### src/sv/spdpc_pkg.sv
package spdpc_pkg;

  localparam int ROTOR_TEETH    = 100;
  localparam int COUNTS_PER_REV = 40000;

  localparam int IN_TDATA_W  = 56;
  localparam int OUT_TDATA_W = 40;
  localparam int CFG_IDX_W   = 3;
  localparam int CFG_DATA_W  = 32;

  localparam int AW = 45;
  localparam int PW = 64;
  localparam int BW = 32;
  localparam int SH_W = 5;
  localparam int CNT_W = $clog2(PW);
  localparam int TICK_W = 20;
  localparam int TBL_W = 7;
  localparam int TABLE_N = 1 << TBL_W;
  localparam int SIN_W = 18;
  localparam int CUR_W = 18;
  localparam int MW = $clog2(COUNTS_PER_REV + 1);

  localparam int DEN_THETA = COUNTS_PER_REV * 256;
  localparam int DW_T = $clog2(DEN_THETA + 1);
  localparam int DW = (DW_T > 20) ? DW_T : 20;

  localparam logic [BW-1:0] TWO_PI_Q24 = 32'd105414357;
  localparam logic signed [AW-1:0] TRAJ_C5 = 45'sd6325;
  localparam logic signed [AW-1:0] TRAJ_C4 = 45'sd158122;
  localparam logic signed [AW-1:0] TRAJ_C3 = 45'sd1054146;
  localparam logic [BW-1:0] ADC_TO_AMP_Q24 = 32'd13278;
  localparam logic [BW-1:0] INV_KM_Q24 = 32'd111848107;
  localparam logic [BW-1:0] KM_Q24 = 32'd2516582;
  localparam logic [31:0] VOLT_LIMIT = 32'd786432;
  localparam logic [DW-1:0] PWM_DIV = DW'(819200);
  localparam logic [DW-1:0] TICKS_PER_S = DW'(1000);
  localparam logic signed [AW-1:0] POLY_LIMIT = 45'sd4398046511104;

  localparam logic [CFG_IDX_W-1:0] REG_KP = 3'd0;
  localparam logic [CFG_IDX_W-1:0] REG_KD = 3'd1;
  localparam logic [CFG_IDX_W-1:0] REG_GA = 3'd2;
  localparam logic [CFG_IDX_W-1:0] REG_GB = 3'd3;
  localparam logic [CFG_IDX_W-1:0] REG_PERIOD = 3'd4;
  localparam logic [CFG_IDX_W-1:0] REG_RUN = 3'd5;

  typedef logic [4:0] op_t;
  localparam op_t OP_THETA  = 5'd0;
  localparam op_t OP_P1     = 5'd1;
  localparam op_t OP_P2     = 5'd2;
  localparam op_t OP_P3     = 5'd3;
  localparam op_t OP_P4     = 5'd4;
  localparam op_t OP_P5     = 5'd5;
  localparam op_t OP_THETAD = 5'd6;
  localparam op_t OP_DTH    = 5'd7;
  localparam op_t OP_DTHD   = 5'd8;
  localparam op_t OP_T1     = 5'd9;
  localparam op_t OP_T2     = 5'd10;
  localparam op_t OP_MODA   = 5'd11;
  localparam op_t OP_PH     = 5'd12;
  localparam op_t OP_UA     = 5'd13;
  localparam op_t OP_IAD    = 5'd14;
  localparam op_t OP_UB     = 5'd15;
  localparam op_t OP_IBD    = 5'd16;
  localparam op_t OP_IA     = 5'd17;
  localparam op_t OP_IB     = 5'd18;
  localparam op_t OP_BEMF   = 5'd19;
  localparam op_t OP_VA1    = 5'd20;
  localparam op_t OP_BS     = 5'd21;
  localparam op_t OP_VB1    = 5'd22;
  localparam op_t OP_BC     = 5'd23;
  localparam op_t OP_XA     = 5'd24;
  localparam op_t OP_XB     = 5'd25;

  typedef logic [1:0] rnd_t;
  localparam rnd_t RND_NONE = 2'd0;
  localparam rnd_t RND_HALF = 2'd1;
  localparam rnd_t RND_CEIL = 2'd2;

  typedef logic [1:0] sat_t;
  localparam sat_t SAT_NONE = 2'd0;
  localparam sat_t SAT_32   = 2'd1;
  localparam sat_t SAT_42   = 2'd2;

  typedef struct packed {
    logic signed [AW-1:0] a;
    logic [BW-1:0]        b;
    logic                 b_neg;
    logic                 neg;
    logic                 use_div;
    logic [SH_W-1:0]      sh;
    logic [DW-1:0]        den;
    rnd_t                 rnd;
    sat_t                 sat;
  } op_desc_t;

  function automatic logic signed [31:0] sat32(input logic signed [PW-1:0] v);
    if (v > PW'(64'sd2147483647)) return 32'sh7fffffff;
    if (v < -PW'(64'sd2147483648)) return 32'sh80000000;
    return 32'(v);
  endfunction

  function automatic logic signed [AW-1:0] clamp42(input logic signed [PW-1:0] v);
    if (v > PW'(POLY_LIMIT)) return POLY_LIMIT;
    if (v < -PW'(POLY_LIMIT)) return -POLY_LIMIT;
    return AW'(v);
  endfunction

  function automatic logic [16:0] quarter_sine(input logic [5:0] i);
    logic [16:0] v;
    case (i)
      6'd0: v = 17'd0;       6'd1: v = 17'd3216;    6'd2: v = 17'd6424;
      6'd3: v = 17'd9616;    6'd4: v = 17'd12785;   6'd5: v = 17'd15924;
      6'd6: v = 17'd19024;   6'd7: v = 17'd22078;   6'd8: v = 17'd25080;
      6'd9: v = 17'd28020;   6'd10: v = 17'd30893;  6'd11: v = 17'd33692;
      6'd12: v = 17'd36410;  6'd13: v = 17'd39040;  6'd14: v = 17'd41576;
      6'd15: v = 17'd44011;  6'd16: v = 17'd46341;  6'd17: v = 17'd48559;
      6'd18: v = 17'd50660;  6'd19: v = 17'd52639;  6'd20: v = 17'd54491;
      6'd21: v = 17'd56212;  6'd22: v = 17'd57798;  6'd23: v = 17'd59244;
      6'd24: v = 17'd60547;  6'd25: v = 17'd61705;  6'd26: v = 17'd62714;
      6'd27: v = 17'd63572;  6'd28: v = 17'd64277;  6'd29: v = 17'd64827;
      6'd30: v = 17'd65220;  6'd31: v = 17'd65457;  6'd32: v = 17'd65536;
      default: v = 17'd0;
    endcase
    return v;
  endfunction

  function automatic logic signed [SIN_W-1:0] table_sine(input logic [TBL_W-1:0] p);
    logic [5:0]  r;
    logic [16:0] v;
    r = {1'b0, p[4:0]};
    v = p[5] ? quarter_sine(6'd32 - r) : quarter_sine(r);
    return p[6] ? -$signed({1'b0, v}) : $signed({1'b0, v});
  endfunction

endpackage

### src/sv/stepper_pd_position_controller_top.sv
// Channel | Direction | Content
// in_     | request   | tdata: position_count, current_a_raw, current_b_raw
// out_    | result    | tdata: compare_a, direction_a, compare_b, direction_b; tuser: stopped
// cfg_    | write     | cfg_index selects the register, cfg_wdata holds the value
//
// One request runs up to 26 steps through one shared bit-serial multiplier (one
// multiplier bit per cycle) and one restoring divider (one quotient bit per cycle,
// used by ten steps). Once stopped, a request goes straight from idle to done.
// Reset is synchronous, active low, and restores config and control registers only.
// A new request is taken while a finished result waits in the output register;
// the block then holds the next result until out_tready frees it.
module stepper_pd_position_controller_top (
  input  logic                                 clk,
  input  logic                                 rst_n,
  input  logic                                 in_tvalid,
  output logic                                 in_tready,
  // position_count[31:0], current_a_raw[43:32], current_b_raw[55:44]
  input  logic [spdpc_pkg::IN_TDATA_W-1:0]     in_tdata,
  output logic                                 out_tvalid,
  input  logic                                 out_tready,
  // compare_a[15:0], direction_a[16], compare_b[32:17], direction_b[33], zero pad
  output logic [spdpc_pkg::OUT_TDATA_W-1:0]    out_tdata,
  // stopped[0]
  output logic [0:0]                           out_tuser,
  input  logic                                 cfg_we,
  input  logic [spdpc_pkg::CFG_IDX_W-1:0]      cfg_index,
  input  logic [spdpc_pkg::CFG_DATA_W-1:0]     cfg_wdata
);
  import spdpc_pkg::*;

  localparam logic [2:0] S_IDLE = 3'd0;
  localparam logic [2:0] S_LOAD = 3'd1;
  localparam logic [2:0] S_MUL  = 3'd2;
  localparam logic [2:0] S_POST = 3'd3;
  localparam logic [2:0] S_DIV  = 3'd4;
  localparam logic [2:0] S_WB   = 3'd5;
  localparam logic [2:0] S_DONE = 3'd6;

  logic [31:0] kp_r, kd_r, ga_r, gb_r;
  logic [15:0] period_r;
  logic [TICK_W-1:0] run_r, elapsed_r, et_r;
  logic signed [31:0] last_pos_r, last_tgt_r;
  logic halted_r, zero_r;

  logic [2:0] state_r;
  op_t op_r;
  logic signed [32:0] cnt_r;
  logic [11:0] raw_a_r, raw_b_r;
  logic signed [31:0] theta_r, thetad_r, dtheta_r, dthetad_r, tau_r, u_r;
  logic signed [31:0] iad_r, ibd_r, bemf_r, va_r, vb_r;
  logic signed [AW-1:0] poly_r;
  logic signed [41:0] t1_r;
  logic [MW-1:0] m_r;
  logic signed [SIN_W-1:0] s_r, c_r;
  logic [CUR_W-1:0] ia_r, ib_r;
  logic [15:0] cmp_a_r, cmp_b_r;
  logic dir_a_r, dir_b_r;

  logic [PW-1:0] a_r, p_r, n_r;
  logic [BW-1:0] b_r;
  logic [DW-1:0] rem_r, den_r;
  logic [CNT_W-1:0] dcnt_r;
  logic sgn_r, use_div_r;
  logic [SH_W-1:0] sh_r;
  rnd_t rnd_r;
  sat_t sat_r;

  logic out_valid_r;
  logic [OUT_TDATA_W-1:0] out_data_r;
  logic out_stop_r;

  op_desc_t dsc;
  logic signed [31:0] e_v, de_v;
  logic signed [AW-1:0] a_cl;
  logic [PW-1:0] a_mag;
  logic [PW-1:0] rnd_v, n_v;
  logic [DW:0] t_v;
  logic ge_v;
  logic signed [PW-1:0] q_s, res_v, va_sum, vb_sum;
  logic [DW-1:0] r_mod;
  logic [31:0] va_mag, vb_mag, s_mag, c_mag;

  assign e_v  = sat32(PW'(33'(theta_r) - 33'(thetad_r)));
  assign de_v = sat32(PW'(33'(dtheta_r) - 33'(dthetad_r)));
  assign va_mag = va_r[31] ? 32'(-33'(va_r)) : 32'(va_r);
  assign vb_mag = vb_r[31] ? 32'(-33'(vb_r)) : 32'(vb_r);
  assign s_mag = 32'($unsigned(s_r[SIN_W-1] ? -s_r : s_r));
  assign c_mag = 32'($unsigned(c_r[SIN_W-1] ? -c_r : c_r));

  always_comb begin
    dsc = '0;
    dsc.rnd = RND_HALF;
    dsc.sat = SAT_32;
    case (op_r)
      OP_THETA: begin
        dsc.a = AW'(cnt_r); dsc.b = TWO_PI_Q24; dsc.use_div = 1'b1;
        dsc.den = DW'(DEN_THETA);
      end
      OP_P1: begin
        dsc.a = TRAJ_C5; dsc.b = BW'(et_r); dsc.use_div = 1'b1;
        dsc.den = TICKS_PER_S; dsc.sat = SAT_42;
      end
      OP_P2, OP_P3, OP_P4, OP_P5: begin
        dsc.a = poly_r; dsc.b = BW'(et_r); dsc.use_div = 1'b1;
        dsc.den = TICKS_PER_S; dsc.sat = SAT_42;
      end
      OP_THETAD: begin
        dsc.a = poly_r; dsc.b = BW'(1); dsc.sh = SH_W'(8);
      end
      OP_DTH: begin
        dsc.a = AW'(33'(theta_r) - 33'(last_pos_r)); dsc.b = BW'(1000);
        dsc.rnd = RND_NONE;
      end
      OP_DTHD: begin
        dsc.a = AW'(33'(thetad_r) - 33'(last_tgt_r)); dsc.b = BW'(1000);
        dsc.rnd = RND_NONE;
      end
      OP_T1: begin
        dsc.a = AW'(e_v); dsc.b = kp_r; dsc.sh = SH_W'(24); dsc.sat = SAT_NONE;
      end
      OP_T2: begin
        dsc.a = AW'(de_v); dsc.b = kd_r; dsc.sh = SH_W'(24); dsc.sat = SAT_NONE;
      end
      OP_MODA: begin
        dsc.a = AW'(cnt_r); dsc.b = BW'(ROTOR_TEETH); dsc.use_div = 1'b1;
        dsc.den = DW'(COUNTS_PER_REV); dsc.rnd = RND_NONE; dsc.sat = SAT_NONE;
      end
      OP_PH: begin
        dsc.a = AW'($signed({1'b0, m_r})); dsc.b = BW'(TABLE_N); dsc.use_div = 1'b1;
        dsc.den = DW'(COUNTS_PER_REV); dsc.rnd = RND_NONE; dsc.sat = SAT_NONE;
      end
      OP_UA: begin
        dsc.a = AW'(tau_r); dsc.b = s_mag; dsc.b_neg = s_r[SIN_W-1]; dsc.sh = SH_W'(16);
      end
      OP_IAD: begin
        dsc.a = AW'(u_r); dsc.b = INV_KM_Q24; dsc.neg = 1'b1; dsc.sh = SH_W'(24);
      end
      OP_UB: begin
        dsc.a = AW'(tau_r); dsc.b = c_mag; dsc.b_neg = c_r[SIN_W-1]; dsc.sh = SH_W'(16);
      end
      OP_IBD: begin
        dsc.a = AW'(u_r); dsc.b = INV_KM_Q24; dsc.sh = SH_W'(24);
      end
      OP_IA: begin
        dsc.a = AW'($signed({1'b0, raw_a_r})); dsc.b = ADC_TO_AMP_Q24;
        dsc.sh = SH_W'(8); dsc.sat = SAT_NONE;
      end
      OP_IB: begin
        dsc.a = AW'($signed({1'b0, raw_b_r})); dsc.b = ADC_TO_AMP_Q24;
        dsc.sh = SH_W'(8); dsc.sat = SAT_NONE;
      end
      OP_BEMF: begin
        dsc.a = AW'(dthetad_r); dsc.b = KM_Q24; dsc.sh = SH_W'(24);
      end
      OP_VA1: begin
        dsc.a = AW'(sat32(PW'($signed({1'b0, ia_r})) - PW'(iad_r)));
        dsc.b = ga_r; dsc.sh = SH_W'(24); dsc.sat = SAT_NONE;
      end
      OP_BS: begin
        dsc.a = AW'(bemf_r); dsc.b = s_mag; dsc.b_neg = s_r[SIN_W-1]; dsc.sh = SH_W'(16);
      end
      OP_VB1: begin
        dsc.a = AW'(sat32(PW'($signed({1'b0, ib_r})) - PW'(ibd_r)));
        dsc.b = gb_r; dsc.sh = SH_W'(24); dsc.sat = SAT_NONE;
      end
      OP_BC: begin
        dsc.a = AW'(bemf_r); dsc.b = c_mag; dsc.b_neg = c_r[SIN_W-1]; dsc.sh = SH_W'(16);
      end
      OP_XA: begin
        dsc.a = AW'($signed({1'b0, (va_mag > VOLT_LIMIT) ? VOLT_LIMIT : va_mag}));
        dsc.b = BW'(period_r); dsc.use_div = 1'b1; dsc.den = PWM_DIV;
        dsc.rnd = RND_CEIL; dsc.sat = SAT_NONE;
      end
      OP_XB: begin
        dsc.a = AW'($signed({1'b0, (vb_mag > VOLT_LIMIT) ? VOLT_LIMIT : vb_mag}));
        dsc.b = BW'(period_r); dsc.use_div = 1'b1; dsc.den = PWM_DIV;
        dsc.rnd = RND_CEIL; dsc.sat = SAT_NONE;
      end
      default: dsc.a = '0;
    endcase
  end

  assign a_cl  = clamp42(PW'(dsc.a));
  assign a_mag = a_cl[AW-1] ? PW'($unsigned(-a_cl)) : PW'($unsigned(a_cl));

  always_comb begin
    case (rnd_r)
      RND_HALF: rnd_v = use_div_r ? PW'(den_r >> 1) : ((PW'(1) << sh_r) >> 1);
      RND_CEIL: rnd_v = PW'(den_r) - PW'(1);
      default:  rnd_v = '0;
    endcase
  end
  assign n_v  = p_r + rnd_v;
  assign t_v  = {rem_r, n_r[PW-1]};
  assign ge_v = (t_v >= {1'b0, den_r});

  assign q_s = sgn_r ? -$signed(n_r) : $signed(n_r);
  always_comb begin
    case (sat_r)
      SAT_32:  res_v = PW'(sat32(q_s));
      SAT_42:  res_v = PW'(clamp42(q_s));
      default: res_v = q_s;
    endcase
  end
  assign r_mod  = (sgn_r && rem_r != '0) ? DW'(COUNTS_PER_REV) - rem_r : rem_r;
  assign va_sum = -PW'(t1_r) + PW'(iad_r) * 5 - res_v;
  assign vb_sum = -PW'(t1_r) + PW'(ibd_r) * 5 + res_v;

  assign in_tready  = (state_r == S_IDLE);
  assign out_tvalid = out_valid_r;
  assign out_tdata  = out_data_r;
  assign out_tuser  = out_stop_r;

  always_ff @(posedge clk) begin
    if (!rst_n) begin
      kp_r <= 32'd1174405;
      kd_r <= 32'd168;
      ga_r <= 32'd33554432;
      gb_r <= 32'd33554432;
      period_r <= 16'd5000;
      run_r <= TICK_W'(10000);
    end else if (cfg_we) begin
      case (cfg_index)
        REG_KP:     kp_r <= cfg_wdata;
        REG_KD:     kd_r <= cfg_wdata;
        REG_GA:     ga_r <= cfg_wdata;
        REG_GB:     gb_r <= cfg_wdata;
        REG_PERIOD: period_r <= cfg_wdata[15:0];
        REG_RUN:    run_r <= cfg_wdata[TICK_W-1:0];
        default:    ;
      endcase
    end
  end

  always_ff @(posedge clk) begin
    if (!rst_n) begin
      state_r <= S_IDLE;
      op_r <= OP_THETA;
      elapsed_r <= '0;
      last_pos_r <= '0;
      last_tgt_r <= '0;
      halted_r <= 1'b0;
      zero_r <= 1'b0;
      out_valid_r <= 1'b0;
    end else begin
      if (out_tready && state_r != S_DONE) out_valid_r <= 1'b0;
      case (state_r)
        S_IDLE: begin
          if (in_tvalid) begin
            raw_a_r <= in_tdata[43:32];
            raw_b_r <= in_tdata[55:44];
            cnt_r <= -33'($signed(in_tdata[31:0]));
            if (halted_r) begin
              zero_r <= 1'b1;
              state_r <= S_DONE;
            end else begin
              elapsed_r <= elapsed_r + TICK_W'(1);
              et_r <= elapsed_r + TICK_W'(1);
              op_r <= OP_THETA;
              state_r <= S_LOAD;
            end
          end
        end
        S_LOAD: begin
          a_r <= a_mag;
          b_r <= dsc.b;
          p_r <= '0;
          sgn_r <= a_cl[AW-1] ^ dsc.b_neg ^ dsc.neg;
          use_div_r <= dsc.use_div;
          sh_r <= dsc.sh;
          den_r <= dsc.den;
          rnd_r <= dsc.rnd;
          sat_r <= dsc.sat;
          state_r <= S_MUL;
        end
        S_MUL: begin
          if (b_r == '0) begin
            state_r <= S_POST;
          end else begin
            if (b_r[0]) p_r <= p_r + a_r;
            a_r <= a_r << 1;
            b_r <= b_r >> 1;
          end
        end
        S_POST: begin
          rem_r <= '0;
          dcnt_r <= '0;
          if (use_div_r) begin
            n_r <= n_v;
            state_r <= S_DIV;
          end else begin
            n_r <= n_v >> sh_r;
            state_r <= S_WB;
          end
        end
        S_DIV: begin
          rem_r <= ge_v ? DW'(t_v - {1'b0, den_r}) : DW'(t_v);
          n_r <= {n_r[PW-2:0], ge_v};
          dcnt_r <= dcnt_r + CNT_W'(1);
          if (dcnt_r == CNT_W'(PW - 1)) state_r <= S_WB;
        end
        S_WB: begin
          op_r <= op_r + op_t'(1);
          state_r <= (op_r >= OP_XB || (op_r == OP_DTHD && et_r >= run_r)) ?
                     S_DONE : S_LOAD;
          case (op_r)
            OP_THETA:  theta_r <= 32'(res_v);
            OP_P1:     poly_r <= AW'(res_v) - TRAJ_C4;
            OP_P2:     poly_r <= AW'(res_v) + TRAJ_C3;
            OP_P3, OP_P4, OP_P5: poly_r <= AW'(res_v);
            OP_THETAD: thetad_r <= 32'(res_v);
            OP_DTH:    dtheta_r <= 32'(res_v);
            OP_DTHD: begin
              dthetad_r <= 32'(res_v);
              if (et_r >= run_r) begin
                halted_r <= 1'b1;
                last_pos_r <= theta_r;
                last_tgt_r <= thetad_r;
                zero_r <= 1'b1;
              end
            end
            OP_T1:     t1_r <= 42'(res_v);
            OP_T2:     tau_r <= sat32(-PW'(t1_r) - res_v);
            OP_MODA:   m_r <= MW'(r_mod);
            OP_PH: begin
              s_r <= table_sine(n_r[TBL_W-1:0]);
              c_r <= table_sine(n_r[TBL_W-1:0] + TBL_W'(TABLE_N / 4));
            end
            OP_UA, OP_UB: u_r <= 32'(res_v);
            OP_IAD:    iad_r <= 32'(res_v);
            OP_IBD:    ibd_r <= 32'(res_v);
            OP_IA:     ia_r <= CUR_W'(res_v);
            OP_IB:     ib_r <= CUR_W'(res_v);
            OP_BEMF:   bemf_r <= 32'(res_v);
            OP_VA1, OP_VB1: t1_r <= 42'(res_v);
            OP_BS:     va_r <= sat32(va_sum);
            OP_BC:     vb_r <= sat32(vb_sum);
            OP_XA: begin
              cmp_a_r <= period_r - n_r[15:0];
              dir_a_r <= ~va_r[31];
            end
            OP_XB: begin
              cmp_b_r <= period_r - n_r[15:0];
              dir_b_r <= ~vb_r[31];
              last_pos_r <= theta_r;
              last_tgt_r <= thetad_r;
              zero_r <= 1'b0;
            end
            default: ;
          endcase
        end
        S_DONE: begin
          if (!out_valid_r || out_tready) begin
            out_valid_r <= 1'b1;
            if (zero_r) begin
              out_data_r <= {6'd0, 1'b1, period_r, 1'b1, period_r};
              out_stop_r <= 1'b1;
            end else begin
              out_data_r <= {6'd0, dir_b_r, cmp_b_r, dir_a_r, cmp_a_r};
              out_stop_r <= 1'b0;
            end
            state_r <= S_IDLE;
          end
        end
        default: state_r <= S_IDLE;
      endcase
    end
  end

endmodule
### config.mk
export PLATFORM = sky130hd
export DESIGN_NAME = stepper_pd_position_controller_top
export DESIGN_NICKNAME = d
export VERILOG_FILES = /design/src/sv/spdpc_pkg.sv /design/src/sv/stepper_pd_position_controller_top.sv
export SDC_FILE = /design/constraint.sdc
export NUM_CORES = 2
export LEC_CHECK = 0
export ABC_AREA = 1
export BUFFER_PORTS_ARGS = -buffer_cell sky130_fd_sc_hd__buf_2
export CAP_MARGIN = 15
export CORE_ASPECT_RATIO = 1.4
export CORE_UTILIZATION = 55
export CTS_CLUSTER_DIAMETER = 80
export DETAILED_ROUTE_END_ITERATION = 8
export HOLD_SLACK_MARGIN = 0.02
export PLACE_DENSITY_LB_ADDON = 0.15
export SYNTH_ARGS = -nofsm -noshare
export SYNTH_HDL_FRONTEND = slang
export SYNTH_SLANG_ARGS = --single-unit
export TNS_END_PERCENT = 1
### constraint.sdc
create_clock -name clk -period 13 [get_ports clk]
set_clock_uncertainty 0.2 [all_clocks]
set_input_delay 1.3 -clock clk [delete_from_list [all_inputs] [get_ports clk]]
set_output_delay 1.3 -clock clk [all_outputs]
set_load 0.01 [all_outputs]
* Word-level counts from Yosys, hierarchy flattened
Memory sizes are Yosys's and may differ from the RTL's. A register that Yosys moved wholly into a read port is not among the register bits.
Cells that the tools add are included.
** Word-level totals
- Register bits :: 1227
- Memory bits (read-only) :: 3200
- Output and inout port bits :: 43
- Memories :: 4
** Memory list
- (name not given) :: words 64, width 17, rd ports 1, clocked after memory_dff 0, wr ports 0, line spdpc_pkg.sv:110 : case (i)
- (name not given) :: words 64, width 17, rd ports 1, clocked after memory_dff 0, wr ports 0, line spdpc_pkg.sv:110
- (name not given) :: words 32, width 16, rd ports 1, clocked after memory_dff 1, wr ports 0, line spdpc_pkg.sv:110
- (name not given) :: words 32, width 16, rd ports 1, clocked after memory_dff 0, wr ports 0, line spdpc_pkg.sv:110
** Cells by class
- Add/sub/neg operators :: 35
- Multiply operators :: 2
- $lt $le $gt $ge :: 25
- Eq/ne operators :: 53
- Shift-type cells :: 2
- Muxes and demuxes :: 172
- Bitwise gates (word level) :: 5
- Reductions and logical operators :: 74
** Operator list (number)
- 32-bit two-way mux :: 39
- 45-bit one-hot mux with 18 select lines :: 1
- 64-bit one-hot mux with 2 select lines :: 5
- 32-bit one-hot mux with 16 select lines :: 1
- 45-bit two-way mux :: 9
- 64-bit two-way mux :: 5
- 17-bit two-way mux :: 16
- 64-bit by 32-bit greater-than comparator with 1-bit output, second input constant :: 4
- 64-bit by 32-bit < comparator with 1-bit output, second input constant :: 4
- 64-bit adder :: 3
- 32-bit one-hot mux with 2 select lines :: 3
- 45-bit one-hot mux with 3 select lines :: 1
- 33-bit by 32-bit greater-than comparator with 1-bit output, second input constant :: 4
- 33-bit by 32-bit < comparator with 1-bit output, second input constant :: 4
- 32-bit by 32-bit subtractor with 33-bit output :: 4
- 64-bit by 36-bit adder with 64-bit output :: 2
- 64-bit subtractor :: 2
- 24-bit one-hot mux with 4 select lines :: 1
- 3-bit AND reduction :: 26
- 32-bit by 4-bit multiplier with 36-bit output, second input constant :: 2
- 1-bit two-way mux :: 66
- 19-bit by 32-bit subtractor with 33-bit output :: 2
- 32-bit by 20-bit greater-than comparator with 1-bit output, second input constant :: 2
- 64-bit by 44-bit greater-than comparator with 1-bit output, second input constant :: 1
- 75 further kinds :: 161

* Longest topological paths before layout
- Depth after elaboration :: 22
- Mapped depth :: 62

* Worst setup path after synthesis
OpenSTA, ideal clock, no wires.
- Path kind :: input to register
- From :: input port rst_n
- To :: register with a tool-made name
- Arrival :: 9710 ps
- Setup slack :: 3031 ps
- Cell stages on the path :: 14
- Cells stage by stage :: clkbuf_1 inv_1 a21oi_1 clkinv_1 o21ai_1 inv_1 ha_1 inv_1 nand3_1 nand2_1 nand2_1 nand2_1 nand2_1 nand2_1
** RTL lines
- start, declared :: line stepper_pd_position_controller_top.sv:14 : input logic rst_n,

* Worst setup path in the final report
- From :: register n_r[0]
- To :: register va_r[0], data pin
** Between the ends
- Cells in the longest elaborated chain, start to end :: 18
- Elaborated cells on any way between the ends :: 38
** RTL lines
- start, declared :: line stepper_pd_position_controller_top.sv:59 : logic [PW-1:0] a_r, p_r, n_r;
- start signal, assigned :: line stepper_pd_position_controller_top.sv:289 : n_r <= n_v;
- start signal, assigned :: line stepper_pd_position_controller_top.sv:292 : n_r <= n_v >> sh_r;
- start signal, assigned :: line stepper_pd_position_controller_top.sv:298 : n_r <= {n_r[PW-2:0], ge_v};
- 64-bit negator :: line stepper_pd_position_controller_top.sv:197 : assign q_s = sgn_r ? -$signed(n_r) : $signed(n_r);
- 64-bit two-way mux * :: line stepper_pd_position_controller_top.sv:197
- 64-bit by 43-bit < comparator with 1-bit output / 64-bit by 32-bit < comparator with 1-bit output (equally long branches) :: line spdpc_pkg.sv:104, spdpc_pkg.sv:98
- 1-bit two-way mux, on equally long branches (2 in a row) :: line spdpc_pkg.sv:104, spdpc_pkg.sv:98
- 1-bit two-way mux :: line stepper_pd_position_controller_top.sv:199 : case (sat_r)
- 45-bit two-way mux / 32-bit two-way mux (equally long branches) :: line spdpc_pkg.sv:105, spdpc_pkg.sv:99
- 45-bit two-way mux / 32-bit two-way mux (equally long branches) :: line spdpc_pkg.sv:104, spdpc_pkg.sv:98
- 64-bit one-hot mux with 2 select lines * :: line stepper_pd_position_controller_top.sv:199
- 64-bit subtractor * :: line stepper_pd_position_controller_top.sv:206 : assign va_sum = -PW'(t1_r) + PW'(iad_r) * 5 - res_v;
- 64-bit by 32-bit < comparator with 1-bit output :: line spdpc_pkg.sv:98 : if (v < -PW'(64'sd2147483648)) return 32'sh80000000;
- 1-bit two-way mux (2 in a row) :: line spdpc_pkg.sv:98
- 1-bit two-way mux :: line stepper_pd_position_controller_top.sv:306 : case (op_r)
- 1-bit two-way mux :: line stepper_pd_position_controller_top.sv:247 : case (state_r)
- 1-bit two-way mux :: line stepper_pd_position_controller_top.sv:236 : if (!rst_n) begin
- 32-bit two-way mux :: line spdpc_pkg.sv:99 : return 32'(v);
- 32-bit two-way mux * :: line spdpc_pkg.sv:98
- end signal, assigned :: line stepper_pd_position_controller_top.sv:336 : OP_BS: va_r <= sat32(va_sum);
- end, declared :: line stepper_pd_position_controller_top.sv:50 : logic signed [31:0] iad_r, ibd_r, bemf_r, va_r, vb_r;
Every way passes the cells marked *; elsewhere a longest branch is shown, timed or not. The select of a mux whose other input is x is not followed.
A chain may end at the register's enable or synchronous reset.

==> flow_metrics.tcl <==
set metrics [dict create \
    status "finished, final reports clean" \
    relSlewSlack 0.121 \
    synthesis.area_mm2 0.107 \
    grt_antenna_before_repair 18 \
    cts_inserted_buffers 141 \
    via_per_inst 5.96 \
    crit_top_cell "nand2_1" \
    hold-worst-slack_ns 0.254 \
    worstSetupPathType "flop to flop" \
    yosys_most_used_dff "edfxtp_1" \
    synth_top_area_frac 0.264 \
    cp-end-kind "flop" \
    worst_pin_slew_ns 1.30 \
    grt_pass1_vias 97400 \
    synth_edf_count 940 \
    postCtsSetupRepairBufs 0 \
    slowest_delay_ns 0.94 \
    io_pins 139 \
    grt_pass1_wl_mm 616 \
    pre_cts_ws_ns 1.65 \
    synth.area.top_cells "edfxtp_1, nand2_1, ha_1" \
    synthArstFlopShare 0 \
    cts_tree "done" \
    die_area_mm2 0.196 \
    grt_util_met1 0.499 \
    grt_max_degree 108 \
    clock_sinks 1215 \
    fin_crit_sh 0.902 \
    cp_data_arrival_time_ns 12.09 \
    min_period_ns 11.73 \
    fin_util 0.597 \
    gp_congestion 1.11 \
    hold_buffers 0 \
    n_fill_cell 18700 \
    seq_power_share 0.276 \
    yosysUniqueCellTypes 82 \
    wl_per_cell_um 24.3 \
    drv_slew 0 \
    htreeDepth 4 \
    hold_viol 0 \
    grt_use_total 0.421 \
    clkTransAtPathRegs_ns 0.07 \
    detail_route.iter0.violations 11700 \
    start_kind "flop" \
    p_per_area_mw_per_mm2 157 \
    grt_busiest_layer "met2" \
    synth_top_area_cell "edfxtp_1" \
    total_power_mw 18.2 \
    max-vdd-ir-drop_mv 0.157 \
    start_util 0.554 \
    drv_cap 0 \
    ys_seq_area_frac 0.315 \
    grtUsageMet2 0.670 \
    switching_share 0.457 \
    netlist_instances 14800 \
    core_mm2 0.193 \
    nets 16100 \
    cpMaxStageDelayCell "edfxtp_1" \
    final.setup.worst_slack_ns 1.27 \
    p_leak_nw 53.1 \
    pwr-share-clk 0.225 \
    post_cts_resized 0 \
    detail_route.wirelength_mm 425 \
    drt_first_pass_iters 9 \
    port_buffers 132 \
    required_ns 13.36 \
    drive_above_1_share 0.0491 \
    cp_max_fo 31 \
    hold_class "flop to flop" \
    rsz0062_at_grt "no" \
    p_comb_frac 0.500 \
    overflow 0 \
    vias 104000 \
    ant_nets 0 \
    yosysWarnings 0 \
    cts_root_buf "clkbuf_16" \
    switching_power_mw 8.30 \
    fp-row-count 191 \
    fp.dieW_um 375 \
    syn_to_final_growth_pct 7.81 \
    synth.avg_cell_area_um2 7.23 \
    fp.dieH_um 524 \
    setup_viol 0 \
    grt_util_met3 0.0811 \
    drc_errors 0 \
    hpwl_mm 338 \
    clock_path_buffers 4 \
    p_int_mw 9.87 \
    setup_tns_ns 0 \
    clkLatencyLatePin_ns 0.87 \
    ys_ff_latch 1215 \
    max_freq_mhz 85.3 \
    layout_common_cells "nand2_1, inv_1, nor2_1" \
    final_common_cell "nand2_1" \
]
[final cells by class]
type	instances	area, um2	area share
clock inverters	77	802	0.00695
repair buffers	301	1950	0.0169
multi-input cells	10900	63200	0.548
flip-flops and latches	1215	33700	0.292
well taps	2509	3140	0.0272
diodes	12	30.0	0.000260
inverters	2346	8810	0.0764
clock buffers	171	3730	0.0323
[kinds of logic after synthesis]
logic type	share of synthesized area
buffers and inverters	0.0966
multiplexers	0.000187
AO/OA/AOI/OAI	0.149
other	0.0000350
AND/OR/NAND/NOR	0.252
adder cells (fa/ha/maj)	0.142
XOR/XNOR	0.0452
flip-flops	0.315
[worst max-delay path: cells and delay by family, from the launching register on]
| family | cells | cell delay [ns] |
|---|---|---|
| and+or+nand+nor | 26 | 3.71 |
| xor gates and xnor gates | 1 | 0.15 |
| adders and majority gates | 6 | 2.93 |
| buffers and inverters | 8 | 1.38 |
| AOI/OAI and AO/OA | 9 | 2.14 |
| DFF | 1 | 0.94 |
[worst paths after layout]
check	slack [ns]	endpoint	startpoint	depth (start not counted)
hold / removal	0.25	gb_r[12]$_SDFFE_PN0P_	gb_r[12]$_SDFFE_PN0P_	2
setup / recovery	1.27	va_r[0]$_SDFFCE_PN1P_	n_r[0]$_DFFE_PP_	50
setup reg to reg	1.27	va_r[0]$_SDFFCE_PN1P_	n_r[0]$_DFFE_PP_	50
hold reg to reg	0.25	gb_r[12]$_SDFFE_PN0P_	gb_r[12]$_SDFFE_PN0P_	2
[power groups by stage]
| stage | clock network, mW | logic, mW | registers, mW |
|---|---|---|---|
| 2_1_floorplan | 0 | 6.11 | 4.98 |
| 4_1_cts | 4.09 | 8.91 | 5.00 |
| 6_report | 4.08 | 9.08 | 5.01 |
| 5_1_grt | 4.23 | 9.95 | 5.02 |
| 3_5_place_dp | 0 | 8.86 | 5.08 |
| 3_3_place_gp | 0 | 8.84 | 5.08 |
[synth_stat cells, types with 20 or more instances]
cell type	number
a21boi_0	30
buf_1	34
o41ai_1	21
a211oi_1	34
nor4_1	50
nor2_2	31
or2_2	56
a21oi_1	1088
ha_1	803
inv_2	20
o21ai_0	980
fa_1	259
xor2_1	382
o211ai_1	69
nand3b_1	46
o2111ai_1	21
o21bai_1	41
dfxtp_1	275
o21a_1	63
xnor2_1	168
o31ai_1	29
nor3_1	201
clkbuf_1	263
a31oi_1	139
a21o_1	62
o22ai_1	32
nand2_2	24
a22oi_1	25
nor2_1	1563
a221oi_1	47
nand2_1	3372
nand3_1	830
clkinv_1	20
o21ai_1	54
inv_1	2305
nand4_1	207
buf_2	41
edfxtp_1	940
[sequential cells by signal, indices dropped and copies added (netlist names), 33 cells and up, named ones only]
| register | count |
|---|---|
| p_r | 64 |
| t1_r | 42 |
| poly_r | 45 |
| n_r | 64 |
| a_r | 64 |
| cnt_r | 33 |
| out_tdata | 34 |
[per-stage QoR]
stage | area (um2) | instances
floorplan | 107000 | 14800
global placement | 111000 | 17300
detailed placement | 111000 | 17300
CTS | 115000 | 17500
global route | 115000 | 17500
finish | 115000 | 17500
[routing by layer]
metal  part of all wire  vias to the layer above
li1                   -                    49300
met1               0.37                    48500
met2               0.45                     5257
met3              0.094                     1389
met4              0.094                       10
met5            0.00018                        -
Power figures use the tool's default switching activity.
